`config.mk`:
```
export PLATFORM = sky130hd
export DESIGN_NAME = space_vector_modulation_timing_top
export DESIGN_NICKNAME = d
export VERILOG_FILES = /design/src/sv/svmt_pkg.sv /design/src/sv/svmt_sector.sv /design/src/sv/svmt_ontime.sv /design/src/sv/svmt_phase.sv /design/src/sv/space_vector_modulation_timing_top.sv
export VERILOG_INCLUDE_DIRS = /design/src /design/src/sv
export SDC_FILE = /design/constraint.sdc
export NUM_CORES = 2
export LEC_CHECK = 0
export BUFFER_PORTS_ARGS = -buffer_cell sky130_fd_sc_hd__buf_2
export CELL_PAD_IN_SITES_DETAIL_PLACEMENT = 1
export CELL_PAD_IN_SITES_GLOBAL_PLACEMENT = 1
export CORE_UTILIZATION = 25
export CTS_CLUSTER_DIAMETER = 30
export CTS_CLUSTER_SIZE = 25
export DETAILED_ROUTE_END_ITERATION = 8
export PLACE_DENSITY_LB_ADDON = 0.12
export SLEW_MARGIN = 20
export SYNTH_ARGS = -nofsm -noshare
export SYNTH_HDL_FRONTEND = slang
export SYNTH_SLANG_ARGS = --single-unit
export TNS_END_PERCENT = 50
```
`constraint.sdc`:
```
create_clock -name clk -period 18.5 [get_ports clk]
set_clock_uncertainty 0.15 [all_clocks]
set_input_delay 3.7 -clock clk [delete_from_list [all_inputs] [get_ports clk]]
set_output_delay 3.7 -clock clk [all_outputs]
set_load 0.1 [all_outputs]
```
`src/sv/space_vector_modulation_timing_top_assert.svh`:
```
// ----------------------------------------------------------------------------
// Space vector timing assertion macros
// Shared concurrent assertion forms for the sextant timing block.
// ----------------------------------------------------------------------------
`ifndef SPACE_VECTOR_MODULATION_TIMING_TOP_ASSERT_SVH
`define SPACE_VECTOR_MODULATION_TIMING_TOP_ASSERT_SVH

// The consequent must hold in the same cycle as the antecedent.
`define SVMT_ASSERT_IMPLY(label, cond, expr, msg) \
	label: assert property (@(posedge clk) disable iff (!arst_n) \
		(cond) |-> (expr)) else $error(msg);

// The consequent must hold once the delay lat has passed after the antecedent.
`define SVMT_ASSERT_AFTER(label, cond, lat, expr, msg) \
	label: assert property (@(posedge clk) disable iff (!arst_n) \
		(cond) |-> ##lat (expr)) else $error(msg);

`endif

```
`src/sv/svmt_pkg.sv`:
```
// ----------------------------------------------------------------------------
// Space vector timing package
// Widths, fixed-point constants and stage types shared by the pipeline.
// ----------------------------------------------------------------------------
package svmt_pkg;

	// Input sample width, Q2.(INPUT_WIDTH-2).
	localparam int INPUT_WIDTH = 16;
	// Fraction bits of the input format.
	localparam int FRAC = INPUT_WIDTH - 2;
	// 1/sqrt3 in Q30.
	localparam int K_W = 31;
	localparam logic signed [K_W-1:0] INV_SQRT3_Q30 = 31'sd619925131;
	// beta * K product width.
	localparam int BK_W = INPUT_WIDTH + K_W;
	// Width of the on-time sums in Q(FRAC+30).
	localparam int SUM_W = INPUT_WIDTH + 33;
	// Shift from Q(FRAC+30) down to Q25.
	localparam int SH = FRAC + 5;
	// On-time width in Q25.
	localparam int TW = SUM_W - SH;
	// Phase time width in Q26.
	localparam int PH_W = TW + 3;
	// Squared magnitude width.
	localparam int SQ_W = 2 * INPUT_WIDTH;
	// Output time width, 65536 means one period.
	localparam int OUT_W = 17;

	typedef enum logic [2:0] {
		SX_1 = 3'd1,
		SX_2 = 3'd2,
		SX_3 = 3'd3,
		SX_4 = 3'd4,
		SX_5 = 3'd5,
		SX_6 = 3'd6
	} sextant_t;

	// Beat leaving the sextant stages.
	typedef struct packed {
		logic                        vld;
		sextant_t                    sx;
		logic signed [INPUT_WIDTH-1:0] al;
		logic signed [BK_W-1:0]      bk;
	} sec_t;

	// Beat leaving the on-time stage.
	typedef struct packed {
		logic              vld;
		sextant_t          sx;
		logic signed [TW-1:0] ta;
		logic signed [TW-1:0] tb;
	} ont_t;

endpackage

```
`src/sv/svmt_sector.sv`:
```
// ----------------------------------------------------------------------------
// Sextant detection stages
// Takes magnitudes, squares them and finds the sextant of the vector.
// ----------------------------------------------------------------------------
module svmt_sector (
	input  logic                                     clk,
	input  logic                                     arst_n,
	input  logic                                     in_vld,
	input  logic signed [svmt_pkg::INPUT_WIDTH-1:0]  alpha,
	input  logic signed [svmt_pkg::INPUT_WIDTH-1:0]  beta,
	output svmt_pkg::sec_t                           sec
);

	localparam int IW = svmt_pkg::INPUT_WIDTH;
	localparam int SQ_W = svmt_pkg::SQ_W;
	localparam int BK_W = svmt_pkg::BK_W;

	logic                   vld_s1, vld_s2, vld_s3;
	logic signed [IW-1:0]   al_s1, al_s2, al_s3;
	logic signed [IW-1:0]   be_s1;
	logic [IW-1:0]          aa_s1, bb_s1;
	logic [SQ_W-1:0]        a2_s2, b2_s2;
	logic signed [BK_W-1:0] bk_s2, bk_s3;
	svmt_pkg::sextant_t     sx_s3;
	logic [SQ_W+1:0]        a2x3;
	logic [SQ_W+1:0]        b2_ext;
	svmt_pkg::sextant_t     sx_next;

	// Valid bits travel with the beat.
	always_ff @(posedge clk or negedge arst_n) begin
		if (!arst_n) begin
			vld_s1 <= 1'b0;
			vld_s2 <= 1'b0;
			vld_s3 <= 1'b0;
		end else begin
			vld_s1 <= in_vld;
			vld_s2 <= vld_s1;
			vld_s3 <= vld_s2;
		end
	end

	// Stage 1 registers the sample and its magnitudes.
	always_ff @(posedge clk) begin
		al_s1 <= alpha;
		be_s1 <= beta;
		aa_s1 <= alpha[IW-1] ? IW'(-alpha) : IW'(alpha);
		bb_s1 <= beta[IW-1] ? IW'(-beta) : IW'(beta);
	end

	// Stage 2 forms the squares and beta / sqrt3 in Q(FRAC+30).
	always_ff @(posedge clk) begin
		a2_s2 <= SQ_W'(aa_s1) * SQ_W'(aa_s1);
		b2_s2 <= SQ_W'(bb_s1) * SQ_W'(bb_s1);
		bk_s2 <= BK_W'(be_s1) * BK_W'(svmt_pkg::INV_SQRT3_Q30);
		al_s2 <= al_s1;
	end

	// Compare beta^2 against 3 alpha^2 and pick the sextant by quadrant.
	always_comb begin
		a2x3   = {2'b00, a2_s2} + {1'b0, a2_s2, 1'b0};
		b2_ext = {2'b00, b2_s2};
		if (!bk_s2[BK_W-1]) begin
			if (!al_s2[IW-1]) begin
				sx_next = (b2_ext > a2x3) ? svmt_pkg::SX_2 : svmt_pkg::SX_1;
			end else begin
				sx_next = (a2x3 > b2_ext) ? svmt_pkg::SX_3 : svmt_pkg::SX_2;
			end
		end else begin
			if (!al_s2[IW-1]) begin
				sx_next = (b2_ext > a2x3) ? svmt_pkg::SX_5 : svmt_pkg::SX_6;
			end else begin
				sx_next = (a2x3 > b2_ext) ? svmt_pkg::SX_4 : svmt_pkg::SX_5;
			end
		end
	end

	// Stage 3 holds the sextant with the operands for the on-times.
	always_ff @(posedge clk) begin
		sx_s3 <= sx_next;
		al_s3 <= al_s2;
		bk_s3 <= bk_s2;
	end

	assign sec.vld = vld_s3;
	assign sec.sx  = sx_s3;
	assign sec.al  = al_s3;
	assign sec.bk  = bk_s3;

endmodule

```
`src/sv/svmt_ontime.sv`:
```
// ----------------------------------------------------------------------------
// Active vector on-time stage
// Forms the two on-times of the sextant, floored to Q25.
// ----------------------------------------------------------------------------
module svmt_ontime (
	input  logic           clk,
	input  logic           arst_n,
	input  svmt_pkg::sec_t sec,
	output svmt_pkg::ont_t ont
);

	localparam int IW = svmt_pkg::INPUT_WIDTH;
	localparam int SUM_W = svmt_pkg::SUM_W;
	localparam int BK_W = svmt_pkg::BK_W;
	localparam int TW = svmt_pkg::TW;
	localparam int SH = svmt_pkg::SH;

	logic signed [SUM_W-1:0] a_ext, b_ext;
	logic signed [SUM_W-1:0] s_pos, s_dif, s_two;
	logic signed [SUM_W-1:0] sum_a, sum_b;
	logic signed [SUM_W-1:0] sh_a, sh_b;
	logic                    vld_s4;
	svmt_pkg::sextant_t      sx_s4;
	logic signed [TW-1:0]    ta_s4, tb_s4;

	// Alpha scaled by 2^30 and beta / sqrt3, both in Q(FRAC+30).
	assign a_ext = {{(SUM_W-IW-30){sec.al[IW-1]}}, sec.al, 30'b0};
	assign b_ext = {{(SUM_W-BK_W){sec.bk[BK_W-1]}}, sec.bk};
	assign s_pos = a_ext + b_ext;
	assign s_dif = a_ext - b_ext;
	assign s_two = b_ext <<< 1;

	// Select the on-time sums for the sextant.
	always_comb begin
		unique case (sec.sx)
			svmt_pkg::SX_1: begin
				sum_a = s_dif;
				sum_b = s_two;
			end
			svmt_pkg::SX_2: begin
				sum_a = -s_dif;
				sum_b = s_pos;
			end
			svmt_pkg::SX_3: begin
				sum_a = s_two;
				sum_b = -s_pos;
			end
			svmt_pkg::SX_4: begin
				sum_a = -s_two;
				sum_b = -s_dif;
			end
			svmt_pkg::SX_5: begin
				sum_a = -s_pos;
				sum_b = s_dif;
			end
			default: begin
				sum_a = s_pos;
				sum_b = -s_two;
			end
		endcase
		sh_a = sum_a >>> SH;
		sh_b = sum_b >>> SH;
	end

	always_ff @(posedge clk or negedge arst_n) begin
		if (!arst_n) begin
			vld_s4 <= 1'b0;
		end else begin
			vld_s4 <= sec.vld;
		end
	end

	// Stage 4 holds the floored on-times.
	always_ff @(posedge clk) begin
		sx_s4 <= sec.sx;
		ta_s4 <= sh_a[TW-1:0];
		tb_s4 <= sh_b[TW-1:0];
	end

	assign ont.vld = vld_s4;
	assign ont.sx  = sx_s4;
	assign ont.ta  = ta_s4;
	assign ont.tb  = tb_s4;

endmodule

```
`src/sv/svmt_phase.sv`:
```
// ----------------------------------------------------------------------------
// Phase time stages
// Builds centre-aligned phase times, then rounds, clamps and checks them.
// ----------------------------------------------------------------------------
module svmt_phase (
	input  logic                          clk,
	input  logic                          arst_n,
	input  svmt_pkg::ont_t                ont,
	output logic                          out_vld,
	output logic [svmt_pkg::OUT_W-1:0]    time_a,
	output logic [svmt_pkg::OUT_W-1:0]    time_b,
	output logic [svmt_pkg::OUT_W-1:0]    time_c,
	output logic [2:0]                    sx_out,
	output logic                          in_range
);

	localparam int TW = svmt_pkg::TW;
	localparam int PH_W = svmt_pkg::PH_W;
	localparam int OUT_W = svmt_pkg::OUT_W;
	localparam logic signed [PH_W-1:0] HALF_Q26 = PH_W'(33'sd33554432);
	localparam logic signed [PH_W-1:0] ONE_Q26  = PH_W'(33'sd67108864);
	localparam logic signed [PH_W-1:0] RND_Q26  = PH_W'(33'sd512);
	localparam logic signed [PH_W-1:0] ONE_Q16  = PH_W'(33'sd65536);

	logic signed [PH_W-1:0] ta_x, tb_x;
	logic signed [PH_W-1:0] first, mid, last;
	logic signed [PH_W-1:0] pa, pb, pc;
	logic                   vld_s5;
	svmt_pkg::sextant_t     sx_s5;
	logic signed [PH_W-1:0] pa_s5, pb_s5, pc_s5;
	logic                   vld_s6;
	logic [OUT_W-1:0]       ta_s6, tb_s6, tc_s6;
	logic [2:0]             sx_s6;
	logic                   ok_s6;

	// Round a Q26 time to Q16, half up, and clamp to one period.
	function automatic logic [OUT_W-1:0] to_q16(input logic signed [PH_W-1:0] q);
		logic signed [PH_W-1:0] r;
		r = (q + RND_Q26) >>> 10;
		if (r[PH_W-1]) begin
			to_q16 = '0;
		end else if (r > ONE_Q16) begin
			to_q16 = ONE_Q16[OUT_W-1:0];
		end else begin
			to_q16 = r[OUT_W-1:0];
		end
	endfunction

	function automatic logic in_unit(input logic signed [PH_W-1:0] q);
		in_unit = !q[PH_W-1] && (q <= ONE_Q26);
	endfunction

	// First phase gets the half zero time, the next ones add the on-times.
	// The later phases are formed directly from the half period so that the
	// three sums are computed side by side.
	assign ta_x  = {{(PH_W-TW){ont.ta[TW-1]}}, ont.ta};
	assign tb_x  = {{(PH_W-TW){ont.tb[TW-1]}}, ont.tb};
	assign first = HALF_Q26 - ta_x - tb_x;
	assign mid   = HALF_Q26 + ta_x - tb_x;
	assign last  = HALF_Q26 + ta_x + tb_x;

	// Route the three times to the phases by sextant.
	always_comb begin
		unique case (ont.sx)
			svmt_pkg::SX_1: begin
				pa = first; pb = mid;   pc = last;
			end
			svmt_pkg::SX_2: begin
				pb = first; pa = mid;   pc = last;
			end
			svmt_pkg::SX_3: begin
				pb = first; pc = mid;   pa = last;
			end
			svmt_pkg::SX_4: begin
				pc = first; pb = mid;   pa = last;
			end
			svmt_pkg::SX_5: begin
				pc = first; pa = mid;   pb = last;
			end
			default: begin
				pa = first; pc = mid;   pb = last;
			end
		endcase
	end

	always_ff @(posedge clk or negedge arst_n) begin
		if (!arst_n) begin
			vld_s5 <= 1'b0;
			vld_s6 <= 1'b0;
		end else begin
			vld_s5 <= ont.vld;
			vld_s6 <= vld_s5;
		end
	end

	// Stage 5 holds the exact Q26 phase times.
	always_ff @(posedge clk) begin
		sx_s5 <= ont.sx;
		pa_s5 <= pa;
		pb_s5 <= pb;
		pc_s5 <= pc;
	end

	// Stage 6 is the output register.
	always_ff @(posedge clk) begin
		ta_s6 <= to_q16(pa_s5);
		tb_s6 <= to_q16(pb_s5);
		tc_s6 <= to_q16(pc_s5);
		sx_s6 <= sx_s5;
		ok_s6 <= in_unit(pa_s5) && in_unit(pb_s5) && in_unit(pc_s5);
	end

	assign out_vld  = vld_s6;
	assign time_a   = ta_s6;
	assign time_b   = tb_s6;
	assign time_c   = tc_s6;
	assign sx_out   = sx_s6;
	assign in_range = ok_s6;

endmodule

```
`src/sv/space_vector_modulation_timing_top.sv`:
```
// ----------------------------------------------------------------------------
// Space vector PWM sextant timing, top level
// Six-stage pipeline from an (alpha, beta) sample to phase switching times.
// ----------------------------------------------------------------------------
// A sample is taken on every clock in which start is high; busy is always low,
// so a new sample may follow in the next cycle. Each sample gives exactly one
// result, marked by done for a single cycle, in the order the samples came in.
// The six register stages are magnitude, squaring and the beta / sqrt3
// multiply, sextant compare, on-time sums, phase sums, and final rounding and
// clamping. The result ports hold a beat for one cycle only and the receiver
// must take it then.
module space_vector_modulation_timing_top (
	input  logic                                     clk,
	input  logic                                     arst_n,
	input  logic                                     start,
	output logic                                     busy,
	input  logic signed [svmt_pkg::INPUT_WIDTH-1:0]  alpha_voltage,
	input  logic signed [svmt_pkg::INPUT_WIDTH-1:0]  beta_voltage,
	output logic                                     done,
	output logic [svmt_pkg::OUT_W-1:0]               phase_a_time,
	output logic [svmt_pkg::OUT_W-1:0]               phase_b_time,
	output logic [svmt_pkg::OUT_W-1:0]               phase_c_time,
	output logic [2:0]                               sextant,
	output logic                                     times_valid
);

	`include "space_vector_modulation_timing_top_assert.svh"

	svmt_pkg::sec_t sec;
	svmt_pkg::ont_t ont;
	logic           take;
	logic           sx_ok;

	// The pipeline never stalls, so every start beat is taken.
	assign busy = 1'b0;
	assign take = start && !busy;

	svmt_sector u_sector (
		.clk    (clk),
		.arst_n (arst_n),
		.in_vld (take),
		.alpha  (alpha_voltage),
		.beta   (beta_voltage),
		.sec    (sec)
	);

	svmt_ontime u_ontime (
		.clk    (clk),
		.arst_n (arst_n),
		.sec    (sec),
		.ont    (ont)
	);

	svmt_phase u_phase (
		.clk      (clk),
		.arst_n   (arst_n),
		.ont      (ont),
		.out_vld  (done),
		.time_a   (phase_a_time),
		.time_b   (phase_b_time),
		.time_c   (phase_c_time),
		.sx_out   (sextant),
		.in_range (times_valid)
	);

	// The sextant on the result ports lies between the first and the last code.
	assign sx_ok = (sextant >= svmt_pkg::SX_1) && (sextant <= svmt_pkg::SX_6);

	// Every accepted beat comes out on done once it has passed the pipeline.
	`SVMT_ASSERT_AFTER(a_latency, take, 6, done, "accepted beat did not complete on time")

	// A completed beat always carries a sextant from one to six.
	`SVMT_ASSERT_IMPLY(a_sextant, done, sx_ok, "sextant out of range")

	// Nothing completes without a beat having been accepted into the pipeline.
	`SVMT_ASSERT_IMPLY(a_no_phantom, done, $past(take, 6), "result without accepted beat")

endmodule
```
==> flow_metrics.env <==
export IMPL_slowest_delay_ps=800
export IMPL_htree_levels=4
export IMPL_synthDistinctLibCells=114
export IMPL_numPortBuffers=90
export IMPL_synth_async_sr_flop_share=0.0127
export IMPL_synthTopCellsByArea="fa_1 (19%), dfxtp_1 (18%), ha_1 (15%), inv_1 (6.6%), xnor2_1 (5.0%)"
export IMPL_crit_family="adder cells"
export IMPL_gp_congestion=0.804
export IMPL_layout_drive_gt1_share=0.0770
export IMPL_setup_violations=0
export IMPL_clk_pin_slew_worst_paths_ps=60
export IMPL_via_per_inst=4.71
export IMPL_period_needed_ps=7690
export IMPL_post_drt_wl_per_cell_um=19.4
export IMPL_synth_edf_count=0
export IMPL_maxCapViolations=0
export IMPL_cts_resized=0
export IMPL_syn_inst=5850
export IMPL_critical_path_buf_inv_count=5
export IMPL_fmaxAchievable_mhz=130
export IMPL_required_ps=18990
export IMPL_finalMaxSlewViolations=0
export IMPL_syn_nets=6993
export IMPL_final_common_cell="inv_1"
export IMPL_critPathLaunchType="register"
export IMPL_fin_nets=7042
export IMPL_grt_pass1_wl_um=265000
export IMPL_synth_top_area_cell="fa_1"
export IMPL_drt_met1_wl_um=72700
export IMPL_die_w_um=452
export IMPL_cpMaxStageDelayCell="dfxtp_1"
export IMPL_syn_to_final_growth_pct=15.5
export IMPL_syn_area_per_cell_sq_um=8.67
export IMPL_cts_root_buffer="clkbuf_16"
export IMPL_ys_seq_elements=471
export IMPL_rsz0062_at_grt="no"
export IMPL_topRoutingLayerUsed="met4"
export IMPL_cts_buffers=130
export IMPL_crit_fanout=16
export IMPL_dieHeight_um=452
export IMPL_remaining_drc_errors=0
export IMPL_mostFrequentLayoutCells="inv_1 (893), ha_1 (618), fa_1 (490)"
export IMPL_drt_initial_drc_count=1688
export IMPL_vias=40800
export IMPL_antenna_found_initial=3
export IMPL_initial_core_util=0.253
export IMPL_firstDrtPassIters=6
export IMPL_netlist_area_sq_mm=0.0507
export IMPL_post_cts_setup_buffers=0
export IMPL_overflow=0
export IMPL_dp_hpwl_um=139000
export IMPL_relSlewSlack=0.300
export IMPL_synth_top_area_share=0.193
export IMPL_timing_final_crit_share=0.416
export IMPL_worstPathCellList="inv_1 -> nor2_1 -> inv_1 -> fa_1 -> inv_1 -> fa_1 -> fa_1 -> fa_1 -> fa_1 -> inv_1 -> fa_1 -> inv_1 -> ha_1 -> and4b_1 -> a22oi_1 -> a21oi_1 -> a41oi_1 -> a311oi_1 -> and4_1 -> a2111oi_0 -> a21oi_1 -> xnor2_1"
export IMPL_tns_ps=0
export IMPL_coreArea_sq_mm=0.201
export IMPL_clock_sinks=471
export IMPL_rows=164
export IMPL_cts_hold_buf=0
export IMPL_synth_flop_cell="dfxtp_1"
export IMPL_dr_wl_met2_um=86900
export IMPL_dr_wl_met3_um=3470
export IMPL_hold_violations=0
export IMPL_worstPathArrival_ps=8180
export IMPL_design_portCount=92
export IMPL_worst_pin_slew_ps=1050
export IMPL_grt_pass1_vias=44800
export IMPL_yosys_warnings=0
export IMPL_antenna_left=0
export IMPL_clkLatencyLatePin_ps=770
export IMPL_outcome="finished, final reports clean"
export IMPL_cp_end_kind="register"
export IMPL_cts_max_path_buffers=3
export IMPL_cts_tree="yes"
export IMPL_dieArea_sq_mm=0.205
export IMPL_grt_max_degree=74
export IMPL_ys_seq_area_frac=0.186
export IMPL_grtUsageTotal=0.166
export IMPL_path_class="register to register"
export IMPL_wl_um=168000
export IMPL_hold_class="register to register"
export IMPL_cp_common_cell="fa_1"
-- sequential cells by signal, summed over array words and instances, names as in the netlist, 15 cells and up --
| register | flops |
|---|---|
| u_ontime.ta_s4 | 30 |
| u_ontime.tb_s4 | 30 |
| u_phase.pa_s5 | 32 |
| u_phase.pb_s5 | 31 |
| u_phase.pc_s5 | 31 |
| u_phase.time_a | 17 |
| u_phase.time_b | 17 |
| u_phase.time_c | 17 |
| u_sector.a2_s2 | 30 |
| u_sector.aa_s1 | 15 |
| u_sector.al_s1 | 16 |
| u_sector.al_s2 | 16 |
| u_sector.al_s3 | 16 |
| u_sector.b2_s2 | 31 |
| u_sector.bb_s1 | 15 |
| u_sector.be_s1 | 16 |
| u_sector.bk_s2 | 46 |
| u_sector.bk_s3 | 47 |
-- cells by family (layout without fill, tap and decap cells) --
| kind of cell | after synthesis | count (layout) | synth area share |
|---|---|---|---|
| adders and majority gates | 1108 | 1108 | 0.346 |
| muxes | 30 | 30 | 0.00609 |
| buffers and inverters | 1111 | 1263 | 0.0841 |
| xor gates and xnor gates | 400 | 400 | 0.0691 |
| DFF | 471 | 471 | 0.186 |
| and+or+nand+nor | 1505 | 1505 | 0.148 |
| other | 2 | 6 | 0.000148 |
| AOI/OAI and AO/OA | 1223 | 1223 | 0.161 |
-- worst reg2reg max path, stage by stage (launching register included) --
cell and delay [ps]:
dfxtp_1 800, inv_1 270, nor2_1 230, inv_1 100, fa_1 530, inv_1 60, fa_1 580, fa_1 450
fa_1 480, fa_1 540, inv_1 50, fa_1 530, inv_1 40, ha_1 350, and4b_1 230, a22oi_1 250
a21oi_1 190, a41oi_1 340, a311oi_1 190, and4_1 230, a2111oi_0 630, a21oi_1 190, xnor2_1 150
-- through the flow --
stage                     utilization  worst slack [ps]  instances  hold slack (ps)  cell area (sq um)
after detailed placement        0.269             10760       8423              163              53900
after global placement          0.269             10820       8422              160              53900
after floorplan                     -             11610       5850              160              50700
after CTS                       0.292             10740       8658              166              58600
after global routing            0.292             10240       8659              167              58600
final                           0.292             10810       8662              167              58600
-- per-layer routing --
metal / up-vias / track usage
met5: - / 0
met1: 20300 / 0.198
met4: 0 / 0.0518
met3: 216 / 0.0190
met2: 466 / 0.307
li1: 19800 / -
-- Yosys cell counts (all sizes together) (18+ instances only) --
library cell / instances
inv: 893
ha: 618
fa: 490
dfxtp: 465
nand2: 424
nor2: 392
a21oi: 321
xnor2: 289
o21ai: 239
clkbuf: 197
and2: 116
a21o: 111
xor2: 111
nand3: 106
nor3: 90
o221ai: 64
nand2b: 52
nor4: 52
nor2b: 51
nand4: 46
a211oi: 43
and3: 41
or3: 40
a31oi: 39
o21a: 38
o21bai: 38
o211ai: 36
o22ai: 35
o31ai: 31
or2: 28
a22oi: 27
a221oi: 24
mux2i: 23
a221o: 18
buf: 18
-- worst paths after layout --
path,startpoint,end,slack [ps],cells after the start
hold reg to reg,u_sector.al_s1[10],u_sector.al_s2[10],170,0
max in group asynchronous,arst_n,u_sector.vld_s3,15450,1
setup / recovery,u_sector.aa_s1[4],u_sector.a2_s2[31],10810,22
hold / removal,u_sector.al_s1[10],u_sector.al_s2[10],170,0
min in group asynchronous,arst_n,u_sector.vld_s2,2600,1
setup reg to reg,u_sector.aa_s1[4],u_sector.a2_s2[31],10810,22
-- final cells by class --
cell class / instances / area [sq um]
antenna: 4 / 10.0
clock buffer: 164 / 3600
clock inverter: 71 / 1060
fill: 23500 / 142000
inverter: 895 / 3360
multi-input combinational: 4268 / 37000
sequential: 471 / 9470
tap: 2656 / 3320
timing repair buffer: 133 / 773
Power is left out: the tool's default activity adds up to more than one toggle a clock period on the data nets, which glitch-free logic cannot reach.
